`src/sv/ttq_pkg.sv`:
```
package ttq_pkg;

	localparam int ID_W        = 6;
	localparam int DELAY_W     = 48;
	localparam int MAX_RESULTS = 16;
	localparam int CNT_W       = 4;

	typedef enum logic [1:0] {
		CMD_SCHED  = 2'd0,
		CMD_CANCEL = 2'd1,
		CMD_POLL   = 2'd2,
		CMD_NOP    = 2'd3
	} cmd_t;

	typedef enum logic [1:0] {
		CFG_TASKS = 2'd0,
		CFG_SHIFT = 2'd1,
		CFG_CAP   = 2'd2,
		CFG_NONE  = 2'd3
	} cfg_idx_t;

	typedef enum logic [1:0] {
		CELL_HOLD,
		CELL_TAKE_NEXT,
		CELL_TAKE_PREV,
		CELL_LOAD
	} cell_op_t;

	typedef enum logic [2:0] {
		ST_IDLE,
		ST_REMOVE,
		ST_SLACK,
		ST_INSERT,
		ST_REPORT,
		ST_POLL
	} state_t;

	// per-cell compare results, evaluated against the command in flight
	typedef struct packed {
		logic match;   // holds the addressed task
		logic later;   // remaining time greater than delay
		logic due;     // earliest time reached
	} cell_flags_t;

endpackage

```
`src/sv/ttq_cell.sv`:
```
module ttq_cell #(
	parameter int TIME_BITS = 64
) (
	input  logic                          clk,
	input  logic                          arst_n,
	input  ttq_pkg::cell_op_t             op,
	input  logic                          prev_v,
	input  logic [ttq_pkg::ID_W-1:0]      prev_id,
	input  logic [TIME_BITS-1:0]          prev_req,
	input  logic [TIME_BITS-1:0]          prev_earl,
	input  logic                          next_v,
	input  logic [ttq_pkg::ID_W-1:0]      next_id,
	input  logic [TIME_BITS-1:0]          next_req,
	input  logic [TIME_BITS-1:0]          next_earl,
	input  logic [ttq_pkg::ID_W-1:0]      load_id,
	input  logic [TIME_BITS-1:0]          load_req,
	input  logic [TIME_BITS-1:0]          load_earl,
	input  logic [TIME_BITS-1:0]          now,
	input  logic [ttq_pkg::DELAY_W-1:0]   delay,
	output logic                          v,
	output logic [ttq_pkg::ID_W-1:0]      id,
	output logic [TIME_BITS-1:0]          req,
	output logic [TIME_BITS-1:0]          earl,
	output ttq_pkg::cell_flags_t          flags
);

	localparam int CW = ((TIME_BITS > ttq_pkg::DELAY_W) ? TIME_BITS : ttq_pkg::DELAY_W) + 1;

	logic                     v_q;
	logic [ttq_pkg::ID_W-1:0] id_q;
	logic [TIME_BITS-1:0]     req_q;
	logic [TIME_BITS-1:0]     earl_q;
	logic [TIME_BITS-1:0]     remain;
	logic [TIME_BITS-1:0]     since;
	logic signed [CW-1:0]     remain_x;
	logic signed [CW-1:0]     delay_x;

	always_ff @(posedge clk or negedge arst_n) begin
		if (!arst_n) begin
			v_q <= 1'b0;
		end else begin
			unique case (op)
				ttq_pkg::CELL_TAKE_NEXT: v_q <= next_v;
				ttq_pkg::CELL_TAKE_PREV: v_q <= prev_v;
				ttq_pkg::CELL_LOAD:      v_q <= 1'b1;
				default:                 v_q <= v_q;
			endcase
		end
	end

	always_ff @(posedge clk) begin
		unique case (op)
			ttq_pkg::CELL_TAKE_NEXT: begin
				id_q <= next_id; req_q <= next_req; earl_q <= next_earl;
			end
			ttq_pkg::CELL_TAKE_PREV: begin
				id_q <= prev_id; req_q <= prev_req; earl_q <= prev_earl;
			end
			ttq_pkg::CELL_LOAD: begin
				id_q <= load_id; req_q <= load_req; earl_q <= load_earl;
			end
			default: begin
				id_q <= id_q; req_q <= req_q; earl_q <= earl_q;
			end
		endcase
	end

	always_comb begin
		remain   = req_q - now;
		since    = now - earl_q;
		remain_x = CW'($signed(remain));
		delay_x  = CW'($signed(delay));
		flags.match = v_q && (id_q == load_id);
		flags.later = v_q && (delay_x < remain_x);
		flags.due   = v_q && !since[TIME_BITS-1];
	end

	assign v    = v_q;
	assign id   = id_q;
	assign req  = req_q;
	assign earl = earl_q;

endmodule

```
`config.mk`:
```
export PLATFORM = sky130hd
export DESIGN_NAME = ttq_cell
export DESIGN_NICKNAME = d
export VERILOG_FILES = /design/src/sv/ttq_pkg.sv /design/src/sv/ttq_cell.sv
export SDC_FILE = /design/constraint.sdc
export NUM_CORES = 1
export LEC_CHECK = 0
export BUFFER_PORTS_ARGS = -buffer_cell sky130_fd_sc_hd__clkbuf_2
export CAP_MARGIN = 10
export CORE_AREA = 2 2 253 255
export CTS_CLUSTER_DIAMETER = 50
export CTS_CLUSTER_SIZE = 28
export DETAILED_ROUTE_END_ITERATION = 16
export DIE_AREA = 0 0 255 257
export PLACE_DENSITY = 0.48
export SLEW_MARGIN = 30
export SYNTH_ARGS = -nofsm -noshare
export SYNTH_HDL_FRONTEND = slang
export SYNTH_SLANG_ARGS = --single-unit
```
`constraint.sdc`:
```
create_clock -name clk -period 6.3 [get_ports clk]
set_clock_uncertainty 0.2 [all_clocks]
set_input_delay 0.945 -clock clk [delete_from_list [all_inputs] [get_ports clk]]
set_output_delay 0.945 -clock clk [all_outputs]
set_load 0.02 [all_outputs]
```
; Word-level counts from Yosys, hierarchy flattened
; Cells that the tools add are included.
[classes]
add_sub_neg = 2
mul = 0
div = 0
n_lt_le_gt_ge = 1
eq_ne = 4
n_shift = 0
mux = 4
n_bitwise = 0
reduce_logical = 5
[ops]
columns = operator, count
row1 = one-hot mux 64 bit (3 select lines), 2
row2 = subtractor 64 bit, 2
row3 = < comparator 48 x 64 -> 1 bit, 1
row4 = one-hot mux 6 bit (3 select lines), 1
row5 = equality test 6 bit, 1
row6 = equality test 2 bit (second input constant), 2
row7 = logical AND 1 bit, 3
row8 = one-hot mux 1 bit (3 select lines), 1
row9 = nonzero test 3 bit, 1
row10 = equality test 2 x 1 -> 1 bit (second input constant), 1
row11 = logical NOT 1 bit, 1
[totals]
register_bits = 135
latch_bits = 0
ramBits = 0
rom_bits = 0
input_bits = 520
out_inout_bits = 138
word_cells = 20
mem_count = 0

; Depth between registers and ports, before layout
[depth]
depth_word = 3
ltp_mapped = 23
mapped_depth_nobuf = 23

; Worst setup path after synthesis
; Ideal clock, no wire load.
[synth_timing]
path_kind = input port to output port
from = in now[0]
to = out flags[1] in the netlist's numbering
arrival_time_ns = 4.998
required_time_ns = 5.155
setup_slack_ns = 0.157
cell_stages = 22
n_path_buf = 0
cell_sequence = ha_1 > inv_1 > fa_1 > a211oi_2 > o311a_1 > o221a_2 > o2111ai_2 > a211oi_2 > nor4_2 > nor2_1 > nor2_1 > or4_1 > ha_1 > a21o_1 > a21o_1 > a21oi_1 > nor2b_1 > o21ai_0 > a21oi_1 > a211oi_1 > o21ai_0 > mux2i_1
[synth_lines]
columns = item, line_no
row1 = start: declaration, ttq_cell.sv:18  ; input logic [TIME_BITS-1:0] now,
row2 = end: declaration, ttq_cell.sv:24  ; output ttq_pkg::cell_flags_t flags

==> summary.txt <==
Synth
  – Syn nets: 2330
  – Yosys top cell by area: edfxtp_1
  – Post-synthesis sequential area ratio: 29.1%
  – Synth Instances: about 1600
  – Synthesized area: around 14000 um2
  – Top cells by area, synth: edfxtp_1, ha_1, mux2i_1
  – Asr flop ratio synth: 0.741%
  – Yosys cell types: 60
  – EDFF count, synth: about 130
  – Syn. warnings: 0
  – Number of synthesized register bits: 135
  – Synth top area share: 29.0%
  – Avg Cell Area, Syn: 8.57 um2
  – Ys flop type: edfxtp_1

STA
  – Slew headroom: 40.2%
  – Final setup margin: approximately 0.14 ns
  – Worst-margin pin slew: roughly 0.90 ns
  – Hold Violations, Final: 0
  – Unrepaired setup endpoints after global routing: true
  – Min Hold Slack: around 0.55 ns
  – Fmax: about 160 MHz
  – Minimum clock period: slightly above 6 ns
  – Slew Limit Fails: 0
  – Final setup viols: 0
  – Final Cycle Share: 97.8%

Route
  – WL/cell: approximately 20 um
  – Total Wirelength: 64800 um
  – Via count: around 15000
  – Antenna Nets Post-Route: 0
  – DR vias/cell: 4.61
  – Pre-antenna DRT Iters: 7
  – Drc violations: 0
  – Initial DRC Count: approximately 880

Power and ir drop
  – Power Total: 4.55 mW
  – Power per Cell Area: roughly 220 nW/um2
  – Leakage power: just over 10 nW
  – Maximum vdd drop: ~0.00021 V

Floorplanning
  – Starting Density: 22.1%
  – Core ar.: 62700 um2
  – Standard-cell rows: 92
  – Die width: between 200 and 300 um
  – Die area: approximately 66000 um2
  – # IOs: roughly 660
  – Die height: between 200 and 300 um

Critical path
  – Reg-to-reg endpoint: v
  – Worst EP arrival: about 5 ns
  – CP Class: input port to output pin
  – R2r worst-path depth: 3
  – Setup crit start kind: input port
  – Startpoint of the worst register-to-register path: v
  – Crit. End Element: output pin
  – Reg2Reg Setup Slack: around 4.9 ns
  – Worst setup path start: now[0]
  – Peak fanout along the critical path: 4
  – Data required, critical path: about 5 ns

CTS
  – Clock buffer depth: 2
  – Clock Sinks: about 140
  – Worst-path clk slew: around 0.07 ns
  – Clk_lat worst skew: 0.48 ns
  – Inserted Clock Buffers: 17
  – CTS tree: built
  – Max H-tree Level: 4
  – Root Driver: clkbuf_16

Global routing
  – GRT Residual Overflow: 0
  – Initial antenna violation count: 13
  – Met1 usage: 25.4%
  – GRT Total Usage: 19.4%
  – First-pass GRT wire length: between 90000 and 100000 um
  – Global routing usage on met2: 31.8%
  – Grt peak-use layer: met2
  – Largest net degree at the start of global routing: 160
  – GR Util met3: under 10%
  – Number of global-route vias before repair: approximately 15000

Outcome
  – Status: finished, final reports clean

Cells and area
  – Final cell utilization of the core: between 30% and 40%
  – Final Instance Area: approximately 20000 um2
  – Area grow syn2layout: 46.4%
  – Net count, final: approximately 3100
  – Fill cell count: roughly 6700
  – Share of layout cells above drive strength 1: 38.5%

Job
  – Maximum Capacitance Violations: 0

Placement
  – DP Wirelength: roughly 56000 um
  – Area after DPL: between 15000 and 20000 um2
  – Gpl congestion: 0.935
  – I/O Buffers: around 660
  – Pre-CTS setup slack: -0.506 ns

Hold path
  – Hold endpoint: v
  – Class of the worst hold path: input port to flop
  – Hold path start: prev_v
  – Hold Path Depth: 3
metal layers:
layer	share of wire, %	vias up
li1	-	7466
met1	45	6945
met2	47	527
met3	5.8	70
met4	2.0	6
met5	0.054	-
layout by cell type (no fill, tap or decap), drive strengths merged, types with 10 or more instances in the layout:
cell type | netlist | routed
o21a | 14 | 14
nand3 | 17 | 17
inv | 148 | 154
a21oi | 257 | 257
xor2 | 27 | 27
clkbuf | 50 | 672
nand2 | 73 | 73
o21bai | 14 | 14
a21o | 77 | 77
xnor2 | 39 | 39
nand4 | 46 | 46
nor3 | 23 | 23
ha | 188 | 188
mux2i | 136 | 136
o21ai | 58 | 58
buf | 16 | 163
edfxtp | 134 | 134
nand2b | 10 | 10
nor2 | 185 | 185
nor2b | 13 | 13
kinds of logic (layout without fill, tap and decap cells):
family          count (synthesis)  count (layout)  synth area share (%)
other cells                     0               7                     0
simple gates                  398             398                  13.1
compound gates                483             483                  20.9
xor+xnor                       66              66                  4.16
buf+inv                       214             998                  5.84
flops                         135             135                  29.1
mux                           136             136                  9.80
fa+ha+maj                     189             189                  17.1
sequential cells by signal, indices dropped and copies added (netlist names):
register,count
v,1
earl,64
req,64
id,6
area by class of cell:
| cell class | count | area, um2 | share of cell area (%) |
|---|---|---|---|
| multi-input cells | 1272 | 9500 | 46.7 |
| repair buffers | 818 | 4580 | 22.5 |
| flip-flops and latches | 135 | 4050 | 19.9 |
| well taps | 846 | 1060 | 5.21 |
| inverters | 148 | 558 | 2.74 |
| clock buffers | 18 | 429 | 2.11 |
| clock inverters | 14 | 140 | 0.689 |
| diodes | 7 | 17.5 | 0.0861 |
how the worst max path moves through the flow:
stage / end / cells after the start
global placement: flags[1] / 21
CTS: flags[1] / 24
detailed placement: flags[1] / 22
finish: flags[1] / 22
floorplan: flags[1] / 22
global route: flags[1] / 22
synth_stat cells, drive strengths merged, types with 2 or more instances:
library cell	instances
nor3	23
a21boi	2
nor2b	13
xnor2	39
o221ai	2
nand3	17
o21ai	58
o21bai	14
a31o	3
and3	6
o22ai	3
a221o	2
or2	4
nand4	46
a21oi	257
a211o	4
nand2b	10
o211ai	7
o31ai	8
xor2	27
a31oi	9
nor2	185
o41ai	3
edfxtp	134
buf	16
inv	148
and4	4
a211oi	7
clkbuf	50
o2111ai	3
or4	3
a21o	77
ha	188
nand2	73
nor4	8
mux2i	136
o21a	14
and2	4
where the power goes:
| part | leakage, nW | internal, mW | switching [mW] |
|---|---|---|---|
| combinational | 8.76 | 1.04 | 1.29 |
| sequential | 1.36 | 1.12 | 0.0990 |
| clock | 0.268 | 0.551 | 0.459 |
critical path, stage by stage:
cell and delay, ns:
clkbuf_8 0.11, ha_4 0.13, inv_2 0.04, fa_2 0.37, a211oi_4 0.24, o311a_4 0.22
buf_6 0.11, o22ai_4 0.06, a21o_1 0.20, a31o_1 0.26, a31o_4 0.28, a21o_4 0.23
or4_1 0.40, nand4_1 0.09, ha_1 0.24, a21o_1 0.16, a21oi_1 0.13, o21ai_1 0.11
a211oi_2 0.27, o21ai_2 0.09, mux2i_1 0.16, buf_4 0.18
repair_timing:
action	in CTS	in global routing
hold endpoints to repair	1	0
setup endpoints to repair	1	1
resized for setup	22	85
hold buffers	1	0
buffers inserted	8	5
gates cloned	0	0
pin swaps	21	42
metrics by stage:
stage,setup TNS (ns),std cells
2_1_floorplan,0,1621
3_3_place_gp,-0.484,3206
3_5_place_dp,-0.506,3206
4_1_cts,-0.152,3247
5_1_grt,-0.0802,3257
6_report,0,3258
Note: power is estimated with default switching activity, not from simulation.
